## src/design/irm_pkg.sv

```systemverilog
package irm_pkg;

    // reply kinds as shown on the result tuser
    typedef enum logic [1:0] {
        KIND_OTHER         = 2'd0,
        KIND_ECHO          = 2'd1,
        KIND_TIME_EXCEEDED = 2'd2,
        KIND_TRUNCATED     = 2'd3
    } kind_t;

    // configuration register indexes
    localparam logic [1:0] REG_PROBE_DEST_ADDR = 2'd0;
    localparam logic [1:0] REG_PROBE_SEQUENCE  = 2'd1;
    localparam logic [1:0] REG_PROBE_ID        = 2'd2;

    // icmp message types and header sizes
    localparam logic [7:0] MSG_ECHO_REPLY     = 8'd0;
    localparam logic [7:0] MSG_TIME_EXCEEDED  = 8'd11;
    localparam logic [7:0] ICMP_HDR_LEN       = 8'd8;
    localparam logic [7:0] ECHO_SEQ_OFFSET    = 8'd6;
    localparam logic [7:0] QUOTED_ID_OFFSET   = 8'd4;
    localparam logic [7:0] OFFSET_MAX         = 8'hFF;

    localparam int QUEUE_DEPTH = 2;

    // one classified packet, handed from the parser to the verdict stage
    typedef struct packed {
        kind_t       kind;
        logic [15:0] field;
        logic [31:0] sender;
    } verdict_t;

endpackage

```

## src/design/irm_front.sv

```systemverilog
module irm_front
    import irm_pkg::*;
(
    input  logic        clk,
    input  logic        rst_n,
    input  logic        byte_valid,
    input  logic [7:0]  data_byte,
    input  logic        last_byte,
    input  logic [31:0] sender_addr,
    output logic        push,
    output verdict_t    push_data
);

    logic [7:0]  offset_reg,    offset_next;
    logic [5:0]  outer_len_reg, outer_len_next;
    logic [7:0]  msg_type_reg,  msg_type_next;
    logic [5:0]  inner_len_reg, inner_len_next;
    logic [15:0] field_reg,     field_next;
    logic        complete_reg,  complete_next;
    logic [31:0] sender_reg,    sender_next;

    logic [7:0]  outer_ext;
    logic [7:0]  icmp_base;
    logic [7:0]  field_at;
    logic        have_field;
    logic        hit_hi;
    logic        hit_lo;
    kind_t       kind;

    always_comb
    begin
        outer_len_next = (offset_reg == 8'd0) ? {data_byte[3:0], 2'b00} : outer_len_reg;
        sender_next    = (offset_reg == 8'd0) ? sender_addr : sender_reg;
        outer_ext      = {2'b00, outer_len_next};
        msg_type_next  = (offset_reg == outer_ext) ? data_byte : msg_type_reg;
        icmp_base      = outer_ext + ICMP_HDR_LEN;
        inner_len_next = (offset_reg == icmp_base) ? {data_byte[3:0], 2'b00} : inner_len_reg;

        // inner length is never updated on a byte where it is used
        if (msg_type_next == MSG_ECHO_REPLY)
        begin
            field_at = outer_ext + ECHO_SEQ_OFFSET;
        end
        else
        begin
            field_at = icmp_base + {2'b00, inner_len_reg} + QUOTED_ID_OFFSET;
        end

        have_field = (offset_reg > outer_ext) &&
                     ((msg_type_next == MSG_ECHO_REPLY) ||
                      ((msg_type_next == MSG_TIME_EXCEEDED) && (offset_reg > icmp_base)));
        hit_hi = have_field && (offset_reg == field_at);
        hit_lo = have_field && (offset_reg == field_at + 8'd1);

        priority if (hit_hi)
        begin
            field_next = {data_byte, 8'h00};
        end
        else if (hit_lo)
        begin
            field_next = {field_reg[15:8], data_byte};
        end
        else
        begin
            field_next = field_reg;
        end
        complete_next = complete_reg | hit_lo;
        offset_next   = (offset_reg == OFFSET_MAX) ? offset_reg : offset_reg + 8'd1;

        priority if (offset_reg < outer_ext)
        begin
            kind = KIND_TRUNCATED;
        end
        else if (msg_type_next == MSG_ECHO_REPLY)
        begin
            kind = complete_next ? KIND_ECHO : KIND_TRUNCATED;
        end
        else if (msg_type_next == MSG_TIME_EXCEEDED)
        begin
            kind = complete_next ? KIND_TIME_EXCEEDED : KIND_TRUNCATED;
        end
        else
        begin
            kind = KIND_OTHER;
        end
    end

    assign push             = byte_valid && last_byte;
    assign push_data.kind   = kind;
    assign push_data.field  = field_next;
    assign push_data.sender = sender_next;

    always_ff @(posedge clk or negedge rst_n)
    begin
        if (!rst_n)
        begin
            offset_reg    <= '0;
            outer_len_reg <= '0;
            msg_type_reg  <= '0;
            inner_len_reg <= '0;
            field_reg     <= '0;
            complete_reg  <= 1'b0;
            sender_reg    <= '0;
        end
        else if (byte_valid)
        begin
            if (last_byte)
            begin
                offset_reg    <= '0;
                outer_len_reg <= '0;
                msg_type_reg  <= '0;
                inner_len_reg <= '0;
                field_reg     <= '0;
                complete_reg  <= 1'b0;
                sender_reg    <= '0;
            end
            else
            begin
                offset_reg    <= offset_next;
                outer_len_reg <= outer_len_next;
                msg_type_reg  <= msg_type_next;
                inner_len_reg <= inner_len_next;
                field_reg     <= field_next;
                complete_reg  <= complete_next;
                sender_reg    <= sender_next;
            end
        end
    end

endmodule

```

## src/design/irm_queue.sv

```systemverilog
module irm_queue
    import irm_pkg::*;
(
    input  logic     clk,
    input  logic     rst_n,
    input  logic     push,
    input  verdict_t push_data,
    output logic     full,
    input  logic     pop,
    output verdict_t pop_data,
    output logic     empty
);

    verdict_t    entry_reg [QUEUE_DEPTH];
    logic        wr_ptr_reg, wr_ptr_next;
    logic        rd_ptr_reg, rd_ptr_next;
    logic [1:0]  count_reg,  count_next;

    assign full     = (count_reg == 2'(QUEUE_DEPTH));
    assign empty    = (count_reg == 2'd0);
    assign pop_data = entry_reg[rd_ptr_reg];

    always_comb
    begin
        wr_ptr_next = push ? ~wr_ptr_reg : wr_ptr_reg;
        rd_ptr_next = pop  ? ~rd_ptr_reg : rd_ptr_reg;
        unique case ({push, pop})
            2'b10:   count_next = count_reg + 2'd1;
            2'b01:   count_next = count_reg - 2'd1;
            default: count_next = count_reg;
        endcase
    end

    always_ff @(posedge clk or negedge rst_n)
    begin
        if (!rst_n)
        begin
            wr_ptr_reg <= 1'b0;
            rd_ptr_reg <= 1'b0;
            count_reg  <= 2'd0;
        end
        else
        begin
            wr_ptr_reg <= wr_ptr_next;
            rd_ptr_reg <= rd_ptr_next;
            count_reg  <= count_next;
        end
    end

    always_ff @(posedge clk)
    begin
        if (push)
        begin
            entry_reg[wr_ptr_reg] <= push_data;
        end
    end

endmodule

```

## src/design/irm_back.sv

```systemverilog
module irm_back
    import irm_pkg::*;
(
    input  logic        clk,
    input  logic        rst_n,
    input  logic        cfg_we,
    input  logic [1:0]  cfg_index,
    input  logic [31:0] cfg_data,
    input  logic        empty,
    input  verdict_t    head,
    output logic        pop,
    output logic        out_valid,
    input  logic        out_ready,
    output logic        matched,
    output kind_t       reply_kind
);

    logic [31:0] dest_reg;
    logic [15:0] seq_reg;
    logic [15:0] id_reg;
    logic        valid_reg,   valid_next;
    logic        matched_reg, matched_next;
    kind_t       kind_reg;

    always_ff @(posedge clk or negedge rst_n)
    begin
        if (!rst_n)
        begin
            dest_reg <= '0;
            seq_reg  <= '0;
            id_reg   <= '0;
        end
        else if (cfg_we)
        begin
            unique case (cfg_index)
                REG_PROBE_DEST_ADDR: dest_reg <= cfg_data;
                REG_PROBE_SEQUENCE:  seq_reg  <= cfg_data[15:0];
                REG_PROBE_ID:        id_reg   <= cfg_data[15:0];
                default:             ;
            endcase
        end
    end

    assign pop = !empty && (!valid_reg || out_ready);

    always_comb
    begin
        unique case (head.kind)
            KIND_ECHO:          matched_next = (head.sender == dest_reg) && (head.field == seq_reg);
            KIND_TIME_EXCEEDED: matched_next = (head.field == id_reg);
            default:            matched_next = 1'b0;
        endcase
        priority if (pop)
        begin
            valid_next = 1'b1;
        end
        else if (out_ready)
        begin
            valid_next = 1'b0;
        end
        else
        begin
            valid_next = valid_reg;
        end
    end

    always_ff @(posedge clk or negedge rst_n)
    begin
        if (!rst_n)
        begin
            valid_reg <= 1'b0;
        end
        else
        begin
            valid_reg <= valid_next;
        end
    end

    always_ff @(posedge clk)
    begin
        if (pop)
        begin
            matched_reg <= matched_next;
            kind_reg    <= head.kind;
        end
    end

    assign out_valid  = valid_reg;
    assign matched    = matched_reg;
    assign reply_kind = kind_reg;

endmodule

```

## src/design/icmp_reply_matcher_unit.sv

```systemverilog
// the last byte transfer queues a verdict; the output register then offers it on m_tvalid
// rate: a byte per cycle; with m_tready high a verdict per cycle, even for one-byte packets
// the parser stalls only while the two-entry verdict queue is full, which needs a held output
// reset: rst_n is asynchronous, active low; it clears the parser state, the queue,
// the output valid and the probe registers (all zero)
module icmp_reply_matcher_unit
    import irm_pkg::*;
(
    input  logic        clk,
    input  logic        rst_n,
    // packet byte stream
    input  logic        s_tvalid,
    output logic        s_tready,
    input  logic [39:0] s_tdata,   // data_byte [7:0], sender_addr [39:8]
    input  logic        s_tlast,   // last_byte
    // verdict stream
    output logic        m_tvalid,
    input  logic        m_tready,
    output logic [7:0]  m_tdata,   // matched [0], zero fill [7:1]
    output logic [1:0]  m_tuser,   // reply_kind [1:0]
    // probe registers
    input  logic        cfg_we,
    input  logic [1:0]  cfg_index,
    input  logic [31:0] cfg_data
);

    logic     byte_xfer;
    logic     push;
    verdict_t push_data;
    logic     full;
    logic     pop;
    verdict_t head;
    logic     empty;
    logic     matched;
    kind_t    reply_kind;

    // every byte is taken while the queue has room for a verdict
    assign s_tready  = !full;
    assign byte_xfer = s_tvalid && s_tready;

    // front: walks the headers and captures the compared field
    irm_front u_front (
        .clk         (clk),
        .rst_n       (rst_n),
        .byte_valid  (byte_xfer),
        .data_byte   (s_tdata[7:0]),
        .last_byte   (s_tlast),
        .sender_addr (s_tdata[39:8]),
        .push        (push),
        .push_data   (push_data)
    );

    // short queue so the parser keeps running while a verdict waits
    irm_queue u_queue (
        .clk       (clk),
        .rst_n     (rst_n),
        .push      (push),
        .push_data (push_data),
        .full      (full),
        .pop       (pop),
        .pop_data  (head),
        .empty     (empty)
    );

    // back: probe compare and the output register
    irm_back u_back (
        .clk        (clk),
        .rst_n      (rst_n),
        .cfg_we     (cfg_we),
        .cfg_index  (cfg_index),
        .cfg_data   (cfg_data),
        .empty      (empty),
        .head       (head),
        .pop        (pop),
        .out_valid  (m_tvalid),
        .out_ready  (m_tready),
        .matched    (matched),
        .reply_kind (reply_kind)
    );

    assign m_tdata = {7'd0, matched};
    assign m_tuser = reply_kind;

endmodule

```

## config.mk

```make
export PLATFORM = sky130hd
export DESIGN_NAME = icmp_reply_matcher_unit
export DESIGN_NICKNAME = d
export VERILOG_FILES = /design/src/design/irm_pkg.sv /design/src/design/irm_front.sv /design/src/design/irm_queue.sv /design/src/design/irm_back.sv /design/src/design/icmp_reply_matcher_unit.sv
export SDC_FILE = /design/constraint.sdc
export NUM_CORES = 1
export LEC_CHECK = 0
export ABC_AREA = 0
export BUFFER_PORTS_ARGS = -buffer_cell sky130_fd_sc_hd__buf_2
export CAP_MARGIN = 0
export CORE_UTILIZATION = 55
export CTS_BUF_LIST = sky130_fd_sc_hd__clkbuf_16
export CTS_CLUSTER_SIZE = 25
export DETAILED_ROUTE_END_ITERATION = 8
export GPL_ROUTABILITY_DRIVEN = 0
export PLACE_DENSITY = 0.77
export SLEW_MARGIN = 20
export SYNTH_ARGS = -nofsm -noshare
export SYNTH_HDL_FRONTEND = slang
export SYNTH_SLANG_ARGS = --single-unit
```

## constraint.sdc

```tcl
create_clock -name clk -period 5.3 [get_ports clk]
set_input_delay 0.795 -clock clk [delete_from_list [all_inputs] [get_ports clk]]
set_output_delay 0.795 -clock clk [all_outputs]
set_load 0.005 [all_outputs]
```

==> reports/results.txt, run 1 <==
run status -> completed
Post-Place Cells -> 1390
sequential fraction of the synthesis area -> 54.3%
Starting Density -> 56.3%
max reg flops -> 100
final setup violation count -> 0
drt total wl -> 30300 µm
register bit total from synthesis -> 247
grt total ovfl -> 0
Die Wd -> 152 µm
Max Used Layer -> met4
DRT iter0 DRCs -> 874
synthesis warning total -> 0
Max Transition Viols Final -> 0
fin crit period -> 5.12 ns
Comb pwr share -> 47.7%
H-tree levels -> 1
clk slew on worst S/H paths -> 0.06 ns
Fin. Hold Viols -> 0
switching power -> 0.00379 W
initial antenna violation count -> 2
largest net degree at the start of global routing -> 103
Sw Share -> 41.2%
CTS max path bufs -> 3
CP max FO -> 27
clock root buffer master -> clkbuf_16
total CTS buffers -> 26
port buffer count -> 84
Post-CTS Setup Inserts -> 0
Clock Latency Late Sink -> 0.54 ns
Top FF cell, synth -> dfrtp_1
fin nets -> 1244
actual slew at the worst max-slew pin -> 0.993 ns
syn_area_per_cell -> 11.8 µm²
Non-Filler Instances -> 1440
pre-CTS worst setup slack -> 0.0526 ns
Post-Syn Area -> 12300 µm²
Wirelength per Cell -> 21.1 µm
met1 wire length -> 13300 µm
data required time of the worst path -> 5.52 ns
post-cts sizing count -> 2
Die Ht -> 152 µm
Die Area -> 23000 µm²
Period Utilization, post-route -> 96.6%
Row Count -> 54
layout cells sized above 1 -> 22.6%
first-pass GRT wire length -> 47400 µm
# hold bufs at CTS -> 0
unrepaired setup endpoints after global routing -> true
CP Capture Type -> flip-flop
WP data arrival -> 5.35 ns
Critical R2R Capture -> u_queue.entry_reg[1][48]
LEAKAGE -> 6.04 nW
Critical Path Source Type -> flip-flop
Crit Reg-Reg Startpoint -> u_front.offset_reg[0]
clock power share -> 20.2%
Max-slew headroom -> 33.8%
final total power -> 0.00919 W
met2 WL -> 14100 µm
CTS tree -> done
FF-to-FF setup slack -> 0.18 ns
most common cell after layout, fill and taps aside -> dfrtp_1
Layout area overhead -> 14.3%
DRC viols -> 0
Sequential Power Share -> 32.0%
dpl hpwl -> 20800 µm
routed vias -> 8751
Power Density -> 652 nW/µm²
vias in the first global route -> 8638
Post-synth EDFFs -> 103
Cell variety after synth -> 74
met3 wire length -> 2120 µm
drt pass-1 iters -> 6
critical path class -> flip-flop to flip-flop
Hold Crit Class -> input port to async pin
Internal -> 0.00541 W
R2R cell count -> 18
most frequent cells in the layout -> dfrtp_1, nand2_1, edfxtp_1
maximum vdd drop -> 0.399 mV
worst hold slack -> 0.370 ns
# IOs -> 92
core box area -> 21900 µm²
GRT Total Usage -> 27.1%
Max Clock Freq -> 0.195 GHz
post-route setup slack -> 0.178 ns
via/cell ratio -> 6.08
Mapped Cells -> 1042
asr flop ratio synth -> 58.3%
clock sinks -> 247
clk_skew -> 0.0214 ns
Routed Antenna Nets -> 0
max-cap violations -> 0
[final cells by class]
class | count | area, µm²
multi-input combinational | 711 | 5350
sequential | 247 | 6700
antenna | 2 | 5.00
clock inverter | 22 | 221
inverter | 33 | 124
timing repair buffer | 119 | 693
fill | 1682 | 7800
clock buffer | 26 | 651
tap | 280 | 350
[synthesized netlist by cell type (9+ instances only)]
cell	instances	area, µm²
and2_1	14	87.6
o21ai_0	32	160
xnor2_1	12	105
o211ai_1	24	180
xor2_1	60	526
nand4_1	21	131
a21oi_1	19	95.1
edfxtp_1	103	3090
a22o_1	48	420
clkbuf_1	38	143
ha_1	25	313
nand2_1	125	469
a211oi_1	9	67.6
nor2_1	35	131
mux2i_1	52	521
nor3_1	10	50.1
a22oi_1	9	67.6
mux2_2	71	800
nand2b_1	15	93.8
inv_1	33	124
nand3_1	18	90.1
dfrtp_1	144	3600
[kinds of logic after synthesis]
family | after synthesis | synth area share (%)
other | 1 | 0.0304
AOI/OAI and AO/OA | 188 | 11.4
buffers and inverters | 90 | 3.26
xor gates and xnor gates | 72 | 5.12
and+or+nand+nor | 294 | 12.3
muxes | 124 | 10.9
DFF | 247 | 54.3
adders and majority gates | 26 | 2.70
[worst max-delay path by stage]
stage / endpoint / slack (ns) / start
global route: u_queue.entry_reg[1][48] / -0.05 / u_front.offset_reg[0]
CTS: u_queue.entry_reg[1][36] / 0.08 / u_front.offset_reg[0]
floorplan: u_queue.entry_reg[0][37] / 0.03 / u_front.offset_reg[1]
finish: u_queue.entry_reg[1][48] / 0.18 / u_front.offset_reg[0]
detailed placement: u_queue.entry_reg[1][49] / 0.05 / u_front.offset_reg[0]
global placement: u_queue.entry_reg[0][49] / 0.23 / u_front.offset_reg[0]
[metal layers]
| layer | global-route usage (%) | vias up |
|---|---|---|
| met3 | 3.26 | 71 |
| li1 | - | 4009 |
| met2 | 42.3 | 345 |
| met1 | 39.5 | 4326 |
| met5 | 0 | - |
| met4 | 8.86 | 0 |
[worst max-delay path, stage by stage, from the launching register on]
cell and delay, ns:
dfrtp_1 0.42, inv_1 0.13, ha_1 0.19, nor4b_4 0.29
nand2_4 0.16, o21ai_0 0.31, ha_1 0.32, ha_1 0.31
inv_1 0.06, fa_1 0.48, xor2_2 0.23, nand2b_1 0.24
or4_1 0.43, o31a_1 0.13, or2_0 0.20, a311o_1 0.35
buf_4 0.21, nor2_1 0.21, o311ai_1 0.13
[power groups by stage]
stage | Combinational [W] | Sequential (W) | Clock (W)
floorplan | 0.00298 | 0.00285 | 0
global placement | 0.00402 | 0.00294 | 0
detailed placement | 0.00411 | 0.00296 | 0
CTS | 0.00416 | 0.00294 | 0.00188
global route | 0.00479 | 0.00299 | 0.00195
finish | 0.00439 | 0.00295 | 0.00186
[stage by stage]
| stage | TNS (ns) | util, % | area (µm²) |
|---|---|---|---|
| 3_5_place_dp | 0 | 60.0 | 13100 |
| 6_report | 0 | 64.4 | 14100 |
| 3_3_place_gp | 0 | 60.0 | 13100 |
| 4_1_cts | 0 | 64.0 | 14000 |
| 2_1_floorplan | 0 | - | 12400 |
| 5_1_grt | -0.184 | 64.4 | 14100 |
Note: power is estimated with default switching activity, not from simulation.
==> run 2, diff against run 1 <==
Settings changed: CORE_ASPECT_RATIO set to 1.2.
==> run 2 against run 1 <==
Effect of this change: the run now ends with DRC left; worst setup slack better by 0.16 ns; clock-buffer cell count shrank 1; sequential share of layout area rose by 0.22 points; power down 2.2%; critical endpoint is now u_front.field_reg[0]; largest cell class unchanged.
==> reports/results.txt, run 2 (same netlist as run 1, synthesis figures left out) <==
fin nets -> 1248
Starting Density -> 56.4%
Critical Path Source Type -> flip-flop
Die Ht -> 166 µm
switching power -> 0.00369 W
CTS tree -> done
clk slew on worst S/H paths -> 0.06 ns
diodes inserted -> 0
critical path class -> flip-flop to flip-flop
GRT Total Usage -> 26.7%
largest net degree at the start of global routing -> 105
clock power share -> 19.4%
drt pass-1 iters -> 9
setup TNS -> 0 ns
gr busiest metal -> met2
Sequential Power Share -> 33.0%
CP Buf/Inv Count -> 4
Hold Crit Class -> input port to async pin
# IOs -> 92
failing checks -> DRC
port buffer count -> 84
Period Utilization, post-route -> 93.7%
LEAKAGE -> 6.04 nW
H-tree levels -> 1
clock root buffer master -> clkbuf_16
via/cell ratio -> 6.11
GRT met1 Usage -> 34.3%
max reg flops -> 100
Clock Latency Late Sink -> 0.53 ns
Max-slew headroom -> 39.2%
grt total ovfl -> 0
Top Family by Delay on Critical Path -> simple AND/OR/NAND/NOR gates
Comb pwr share -> 47.6%
CTS max path bufs -> 3
data required time of the worst path -> 5.72 ns
DRC viols -> 10
CP Capture Type -> flip-flop
CP max FO -> 26
routed vias -> 8775
clk_skew -> 0.0171 ns
core box area -> 21900 µm²
met2 Use GR -> 46.7%
initial antenna violation count -> 0
maximum vdd drop -> 0.398 mV
Fillers -> 1609
CP max stage delay -> 0.47 ns
Final Cell Area -> 14000 µm²
Die Area -> 23000 µm²
max-cap violations -> 0
vias in the first global route -> 8827
Internal -> 0.00530 W
met3 GRT Util -> 3.09%
fin crit period -> 4.97 ns
Fin. Hold Viols -> 0
layout cells sized above 1 -> 22.5%
first-pass GRT wire length -> 48100 µm
# hold bufs at CTS -> 0
Sw Share -> 41.0%
unrepaired setup endpoints after global routing -> false
most frequent cells in the layout -> dfrtp_1, nand2_1, edfxtp_1
post-cts sizing count -> 0
multi-input logic area -> 5310 µm²
Max Clock Freq -> 0.201 GHz
sequential cell area -> 6700 µm²
actual slew at the worst max-slew pin -> 0.912 ns
Critical-path top delay cell -> fa_1
Max Transition Viols Final -> 0
run status -> complete, but fails checks
Power Density -> 641 nW/µm²
critical path cell sequence -> inv_1, ha_1, nor4b_4, nand2_2, a21oi_1, inv_1, ha_1, ha_1, inv_1, fa_1, xor2_1, nand2b_1, or4_1, o31a_1, or2_0, a311o_1, buf_4, nand4b_4, o211ai_1
Row Count -> 59
WP data arrival -> 5.39 ns
drt total wl -> 30600 µm
dpl hpwl -> 21000 µm
Post-DP Area -> 13200 µm²
final setup violation count -> 0
Wirelength per Cell -> 21.3 µm
DRT iter0 DRCs -> 689
total CTS buffers -> 25
clock sinks -> 247
Post-CTS Setup Inserts -> 0
Die Wd -> 139 µm
Layout area overhead -> 13.8%
most common cell after layout, fill and taps aside -> dfrtp_1
Routed Antenna Nets -> 0
## run 2: cell count changes in the layout (fill, tap and decap cells not counted), moves of 2 or more
cell	before	now
a21oi_1	16	19
buf_4	34	39
diode_2	2	0
clkinv_2	3	5
a21oi_2	3	0
## run 2: worst paths after layout
path | start | endpoint | slack (ns) | cells past startpoint
worst max register to register | u_front.offset_reg[0] | u_front.field_reg[0] | 0.33 | 19
worst min register to register | u_queue.count_reg[1] | u_queue.count_reg[1] | 0.49 | 1
min in group clk | u_queue.count_reg[1] | u_queue.count_reg[1] | 0.49 | 1
worst min-delay path | rst_n | u_front.sender_reg[15] | 0.13 | 1
worst max-delay path | u_front.offset_reg[0] | u_front.field_reg[0] | 0.33 | 19
max in group asynchronous | rst_n | u_front.sender_reg[23] | 4.31 | 2
## run 2: final cells by class
type	instances	share of cell area (%)
flip-flops and latches	247	47.7
repair buffers	124	5.32
inverters	33	0.883
well taps	274	2.44
clock inverters	21	1.33
multi-input cells	711	37.8
clock buffers	25	4.46
## run 2: power groups by stage
stage / Combinational, W / Clock [W] / Sequential [W]
after floorplan: 0.00298 / 0 / 0.00285
after global placement: 0.00403 / 0 / 0.00296
after detailed placement: 0.00409 / 0 / 0.00298
after CTS: 0.00414 / 0.00177 / 0.00296
after global routing: 0.00463 / 0.00185 / 0.00302
final: 0.00428 / 0.00175 / 0.00296
## run 2: metal layers
layer  routed length, µm  share of wire (%)
met3                1580                5.2
met2               15600                 51
met5                   0                  0
met1               12400                 41
met4                1020                3.3
## run 2: per-stage QoR
stage                     hold slack [ns]  worst slack [ns]  util (%)  cells  total power [W]
final                               0.133             0.333      64.2   1435          0.00899
after global routing                0.138            0.0246      64.2   1435          0.00950
after CTS                           0.432             0.151      63.9   1434          0.00887
after detailed placement            0.484             0.175      60.2   1388          0.00707
after global placement              0.480             0.298      60.2   1388          0.00699
after floorplan                     0.449            0.0321         -   1048          0.00583
==> run 3, diff against run 2 <==
Settings changed: BUFFER_PORTS_ARGS -buffer_cell sky130_fd_sc_hd__buf_2 to unset, CORE_UTILIZATION 55 to 58, CTS_CLUSTER_DIAMETER set to 120, DONT_BUFFER_PORTS set to 1, HOLD_SLACK_MARGIN set to 0.02, PLACE_DENSITY 0.77 to 0.76.
==> run 3 against run 2 <==
Effect of this change: sequential power is essentially flat; worst setup slack lost 0.14 ns; critical path depth unchanged; register-to-register slack got worse by 0.14 ns; hold slack better by 0.17 ns; clock-buffer cell count shrank 12; the flow now finishes without violations; largest cell class unchanged; cell count decreased by 8.4%; global-route usage decreased by 0.070 points.
==> reports/results.txt, run 3 (same netlist as run 1, synthesis figures left out) <==
run status -> completed
Die Ht -> 162 µm
# IOs -> 92
actual slew at the worst max-slew pin -> 0.950 ns
largest net degree at the start of global routing -> 145
diodes inserted -> 0
clock sinks -> 247
vias in the first global route -> 8071
Post-Place Cells -> 1291
WP data arrival -> 5.32 ns
max reg flops -> 100
Die Area -> 21800 µm²
CTS max path bufs -> 3
final setup violation count -> 0
clk_skew -> 0.0285 ns
clock root buffer master -> clkbuf_16
final total power -> 0.00813 W
Layout area overhead -> 6.21%
fin nets -> 1143
data required time of the worst path -> 5.52 ns
Max Transition Viols Final -> 0
fin crit period -> 5.11 ns
Max-slew headroom -> 36.4%
Row Count -> 58
sequential cell area -> 6700 µm²
clk slew on worst S/H paths -> 0.10 ns
DRC viols -> 0
worst hold slack -> 0.305 ns
multi-input logic area -> 5310 µm²
most common cell after layout, fill and taps aside -> dfrtp_1
Wirelength per Cell -> 21.8 µm
layout cells sized above 1 -> 14.1%
Clock Latency Late Sink -> 0.50 ns
drt pass-1 iters -> 5
total CTS buffers -> 13
most frequent cells in the layout -> dfrtp_1, nand2_1, edfxtp_1
Period Utilization, post-route -> 96.3%
LEAKAGE -> 5.46 nW
Critical Path Source Type -> flip-flop
grt total ovfl -> 0
GRT Total Usage -> 26.7%
max-cap violations -> 0
CTS tree -> done
initial antenna violation count -> 0
maximum vdd drop -> 0.488 mV
Fillers -> 1632
port buffer count -> 0
Starting Density -> 59.0%
Die Wd -> 135 µm
via/cell ratio -> 6.30
dpl hpwl -> 20200 µm
Power Density -> 621 nW/µm²
first-pass GRT wire length -> 44700 µm
Hold Crit Class -> input port to async pin
routed vias -> 8283
Final Cell Area -> 13100 µm²
H-tree levels -> 1
Fin. Hold Viols -> 0
critical path class -> flip-flop to flip-flop
DRT iter0 DRCs -> 662
Post-DP Area -> 12700 µm²
Max Clock Freq -> 0.196 GHz
drt total wl -> 28700 µm
core box area -> 20900 µm²
Non-Filler Instances -> 1314
CP max FO -> 25
Routed Antenna Nets -> 0
CP Capture Type -> flip-flop
[run 3: worst max-delay path: stages, from the launching register on]
cell,delay [ns]
dfrtp_1,0.44
inv_1,0.13
ha_1,0.17
nor4b_4,0.22
nand2_2,0.17
o21ai_0,0.29
ha_1,0.31
ha_1,0.32
inv_1,0.07
fa_1,0.47
nor2b_1,0.23
o21ai_0,0.15
and2_1,0.27
o31a_1,0.26
o211ai_1,0.18
a41oi_1,0.16
a311o_1,0.39
buf_4,0.22
o21ai_0,0.27
a21oi_2,0.11
[run 3: final cells by class]
type	count	area share [%]
well taps	270	2.58
clock buffers	13	2.48
multi-input cells	711	40.6
clock inverters	9	0.306
repair buffers	31	1.96
inverters	33	0.946
flip-flops and latches	247	51.2
[run 3: timing repair]
| item | in CTS | in global routing |
|---|---|---|
| hold buffers | 1 | 0 |
| gates resized for setup | 0 | 12 |
| hold endpoints to repair | 144 | 0 |
| buffers inserted | 0 | 0 |
| endpoints found under the setup margin | 0 | 52 |
[run 3: through the flow]
| stage | worst slack, ns | TNS, ns | utilization [%] |
|---|---|---|---|
| detailed placement | 0.177 | 0 | 60.6 |
| global placement | 0.243 | 0 | 60.6 |
| finish | 0.194 | 0 | 62.6 |
| global route | -0.0234 | -0.0466 | 62.6 |
| CTS | 0.0885 | 0 | 62.5 |
| floorplan | 0.0321 | 0 | - |
[run 3: final timing paths]
path,from,endpoint,slack (ns),cells after the start
hold reg to reg,u_front.msg_type_reg[7],u_front.msg_type_reg[7],0.51,1
setup reg to reg,u_front.offset_reg[0],u_queue.entry_reg[0][39],0.19,19
max in group asynchronous,rst_n,u_queue.rd_ptr_reg,4.43,1
setup / recovery,u_front.offset_reg[0],u_queue.entry_reg[0][39],0.19,19
min in group clk,s_tlast,u_front.inner_len_reg[2],0.40,1
hold / removal,rst_n,u_back.seq_reg[11],0.31,1
[run 3: metal layers]
metal,vias to the layer above,global-route usage [%],wire (µm)
li1,3811,-,-
met2,308,46.1,14600
met3,68,3.34,1530
met5,-,0,0
met4,0,9.96,935
met1,4096,34.3,11600
[run 3: power by group]
part | internal (W) | switching (W)
clock | 0.000456 | 0.000593
sequential | 0.00262 | 0.000345
combinational | 0.00160 | 0.00251
total | 0.00468 | 0.00345
